## config.mk

```make
export PLATFORM = sky130hd
export DESIGN_NAME = smc_divider
export DESIGN_NICKNAME = d
export VERILOG_FILES = /design/src/rtl/smc_divider.sv
export SDC_FILE = /design/constraint.sdc
export NUM_CORES = 1
export LEC_CHECK = 0
export ABC_AREA = 1
export ABC_CLOCK_PERIOD_IN_PS = 3800
export BUFFER_PORTS_ARGS = -buffer_cell sky130_fd_sc_hd__buf_4
export CAP_MARGIN = 5
export CORE_UTILIZATION = 55
export DETAILED_ROUTE_END_ITERATION = 10
export PLACE_DENSITY = 0.71
export SYNTH_ARGS = -nofsm -noshare
export SYNTH_HDL_FRONTEND = slang
export SYNTH_SLANG_ARGS = --single-unit
```

## constraint.sdc

```tcl
create_clock -name i_clk -period 3.8 [get_ports i_clk]
set_clock_uncertainty 0.05 [all_clocks]
set_input_delay 0.38 -clock i_clk [delete_from_list [all_inputs] [get_ports i_clk]]
set_output_delay 0.38 -clock i_clk [all_outputs]
set_load 0.02 [all_outputs]
```

## src/rtl/smc_divider.sv

```systemverilog
// Multicycle signed divider, one quotient bit per cycle, truncating toward zero.
`default_nettype none
module smc_divider #(
    parameter int unsigned WORD_WIDTH = 32
) (
    input  wire logic                  i_clk,
    input  wire logic                  i_rst_n,
    input  wire logic                  i_start,
    input  wire logic [WORD_WIDTH-1:0] i_dividend,
    input  wire logic [WORD_WIDTH-1:0] i_divisor,
    output logic                       o_done,
    output logic [WORD_WIDTH-1:0]      o_quotient
);
    localparam int unsigned CW = $clog2(WORD_WIDTH + 1);

    logic [WORD_WIDTH-1:0] r_rem, r_quo, r_den;
    logic [CW-1:0]         r_cnt;
    logic                  r_busy, r_neg;
    logic [WORD_WIDTH:0]   w_trial;
    logic [WORD_WIDTH-1:0] w_na, w_nb;

    assign w_na = i_dividend[WORD_WIDTH-1] ? -i_dividend : i_dividend;
    assign w_nb = i_divisor[WORD_WIDTH-1] ? -i_divisor : i_divisor;
    assign w_trial = {r_rem[WORD_WIDTH-1:0], r_quo[WORD_WIDTH-1]} - {1'b0, r_den};

    always_ff @(posedge i_clk) begin
        if (!i_rst_n) begin
            r_busy <= 1'b0;
            o_done <= 1'b0;
            r_cnt  <= '0;
        end else begin
            o_done <= 1'b0;
            if (i_start) begin
                r_busy <= 1'b1;
                r_rem  <= '0;
                r_quo  <= w_na;
                r_den  <= w_nb;
                r_neg  <= i_dividend[WORD_WIDTH-1] ^ i_divisor[WORD_WIDTH-1];
                r_cnt  <= CW'(WORD_WIDTH);
            end else if (r_busy) begin
                if (!w_trial[WORD_WIDTH]) begin
                    r_rem <= w_trial[WORD_WIDTH-1:0];
                    r_quo <= {r_quo[WORD_WIDTH-2:0], 1'b1};
                end else begin
                    r_rem <= {r_rem[WORD_WIDTH-2:0], r_quo[WORD_WIDTH-1]};
                    r_quo <= {r_quo[WORD_WIDTH-2:0], 1'b0};
                end
                r_cnt <= r_cnt - 1'b1;
                if (r_cnt == CW'(1)) begin
                    r_busy <= 1'b0;
                    o_done <= 1'b1;
                end
            end
        end
    end

    assign o_quotient = r_neg ? -r_quo : r_quo;
endmodule
`default_nettype wire

```

==> run summary <==
The I/O pin count is 100, and the max-cap check violation count is 0. For the end-of-flow core utilization, the log shows 64.22%. The flow ran to the end, and the final reports show no timing, DRC or antenna violations. The core region is 0.01682 mm².

The floorplan has 47 rows. The later pin in the worst-skew pair is clocked with a latency of 360 ps. Across the VDD grid, the largest voltage drop is 0.2550 mV. The tools report the remaining number of nets flagged by the antenna check after routing as 0. The most common cell after layout, fill and taps aside was nand2_1. Entering global routing, the biggest net connects 34 pins. The worst setup path is launched from a flop.

Once placement finished, the instance area stood at 0.01050 mm². During synthesis, Yosys emitted a total of 0 warnings. Setup violations remaining at the end of the flow were counted as 0.

The number of buffers inserted by hold repair at cts came out at 0. The number of global-route vias before repair is 8,409. Setup repair after global routing left no endpoint under its margin. Summed over all failing endpoints, the final setup total negative slack is 0 ps. Synthesis produced a netlist with a net count of 1,534. The buffer type at the clock tree root is clkbuf_16.

The cell count after synthesis is 1,429. Critical path endpoint category: an output pin. The number of vias per cell after detailed routing is 5.105, and the area of the mapped netlist is 0.009615 mm². The area enclosed by the die boundary was 0.01802 mm²; the final net count was 1,623.

The clock net in this run drives a total of 105 sinks. Standby leakage power: 5.607 nW. The global-route wire length before repair was 39.58 mm.

At the end of routability-driven placement, the weighted congestion stood at 0.9380. The mean post-synth cell area was 6.729 µm². The fraction of layout cells with a size suffix above 1 is 14.58%.

The detailed placement HPWL came out at 19.64 mm. The global-route congestion overflow total is 0, and the async set-reset flop share out of synthesis is 0%. Counting flops with a built-in enable in the synthesized netlist gives 97. The routed design has 24.40 mm of wire. TritonCTS built the clock tree.

The final count of pins violating max slew is 0. In the finished design, the share of the clock period the worst path needs comes to 78.56%. The path class of the tightest hold or removal check is in -> reg. In this design, the stage delay of the slowest critical-path cell is 390 ps. Summed area of non-filler cells in the final layout: 0.01080 mm². Counting flops and latches in the post-synthesis netlist gives 105. The sequential cell area fraction in the yosys report was 31.96%; the maximum net fanout on the critical path was 3.

The power per standard cell area was 405.4 mW/mm². Leaving out fill and tap cells, the most frequent cells in the layout are nand2_1, inv_1, nor2_1. The critical path required time was 3370 ps; the actual slew at the worst max-slew pin was 596.4 ps. For the initial core utilization, the log shows 57.17%. On the critical path, the stage with the largest delay is an instance of edfxtp_1. The tools report the number of violations reported at the end of detailed-routing iteration 0 as 549. Total power for the finished layout comes to 4.378 mW. The layout-stage area growth over the synthesis result is 12.32%, and the data arrival time of the critical path is 2560 ps. Clock tree synthesis inserted a total of 9 buffers. The normalized max-slew margin was 60.18%. The x dimension of the die was 134.2 µm; the count of TritonRoute iterations in the first routing pass was 7.

The vias after detailed routing is 8,898. Critical setup path kind: reg -> out. The H-tree was split into 3 levels. Subtracting the final worst setup slack from the clock period gives 2985 ps. Number of antenna violations at the first check in global routing: 0. The tools report the count of cell types in the netlist as 45. The most prevalent standard cell on the critical path is nand2_1.

In this run the post-CTS setup repair buffer count came out at 0. For the maximum clock rate, the log shows 335.0 MHz. For this run, the leading register cell type out of synthesis is edfxtp_1. The average routed wire per standard cell works out to 14.00 µm. The number of antenna diodes in the final layout is 0. Post-CTS repair changed the size of 0 cells. Clock-pin slew was measured on the worst setup and hold paths at 80 ps. The die is 134.2 µm tall.

Across every metal layer, demand over resource in global routing totals 27.86%. During placement, the flow inserted port buffers numbering 99. Traced cell by cell, the critical path runs through inv_1, ha_1, nand2_1, nor2_1, inv_1, nor2_1, nand2_1, o31ai_1, nand2_1, xor2_1, buf_4. After detailed routing, the number of remaining DRC violations is 0. The tools report the count of endpoints failing hold in the final timing report as 0.

The run gives 2 as the number of buffers between clock root and the deepest sink.
critical path: cells and delay by family, from the launching register on:
family | cells | cell delay, ps
xor+xnor | 1 | 250
fa+ha+maj | 1 | 170
buf+inv | 3 | 390
compound gates | 1 | 330
simple gates | 5 | 660
flops | 1 | 390
stage by stage:
| stage | hold WS [ps] | setup slack, ps | instances |
|---|---|---|---|
| detailed placement | 433.6 | 1040 | 1727 |
| finish | 175.3 | 814.6 | 1743 |
| global route | 160.4 | 590.1 | 1743 |
| floorplan | 408.8 | 1212 | 1429 |
| global placement | 429.6 | 1155 | 1727 |
| CTS | 164.8 | 858.5 | 1743 |
synth_stat cells, types with 8 or more instances:
library cell / n / area (µm²)
nor3_1: 16 / 80.08
clkbuf_1: 14 / 52.55
nand3b_1: 10 / 75.07
inv_1: 246 / 923.4
xnor2_1: 10 / 87.58
nor2_2: 45 / 281.5
xor2_1: 80 / 700.7
nand2_1: 442 / 1659
edfxtp_1: 97 / 2913
ha_1: 37 / 462.9
nand2_2: 26 / 162.7
a21oi_1: 29 / 145.1
nand3_1: 77 / 385.4
o21ai_0: 49 / 245.2
dfxtp_1: 8 / 160.2
inv_2: 11 / 41.29
nand4_1: 23 / 143.9
nor2_1: 143 / 536.8
metal layers:
layer,vias to the layer above,wire [µm],GRT usage (%)
met5,-,0,0
met3,44,1156,4.951
li1,4638,-,-
met1,3976,10680,33.29
met4,0,743,10.67
met2,240,11810,49.63
path summary, 6_finish.rpt:
path	from	to	slack, ps	cells past startpoint
worst min-delay path	i_divisor[0]	r_den[0]	180	1
worst max-delay path	r_quo[0]	o_quotient[12]	810	11
worst min register to register	r_cnt[4]	r_cnt[4]	440	2
worst max register to register	r_quo[31]	r_rem[8]	1010	17
report_power, final:
group          internal [mW]  total [mW]  switching [mW]
sequential              1.44        1.54          0.0911
combinational          0.668        1.90            1.23
clock                  0.465       0.942           0.477
state kept, by name, summed over array words and instances, names as in the netlist:
name    cells
r_rem      32
r_quo      32
o_done      1
r_den      32
r_busy      1
r_neg       1
r_cnt       6
layout make-up:
type	instances	area, µm²
timing repair buffer	105	788.3
clock buffer	9	225.2
sequential	105	3073
tap	220	275.3
fill	1617	6018
clock inverter	7	71.32
multi-input combinational	1040	5403
inverter	257	964.7
cells by family (layout without fill, tap and decap cells):
group                    count (synthesis)  count (layout)  synth area share [%]
buffers and inverters                  284             378                 11.88
AND/OR/NAND/NOR                        805             805                 36.66
AO/OA/AOI/OAI                          107             107                 6.285
XOR/XNOR                                90              90                 8.198
adder cells (fa/ha/maj)                 38              38                 5.023
flip-flops                             105             105                 31.96
Note: power is estimated with default switching activity, not from simulation.
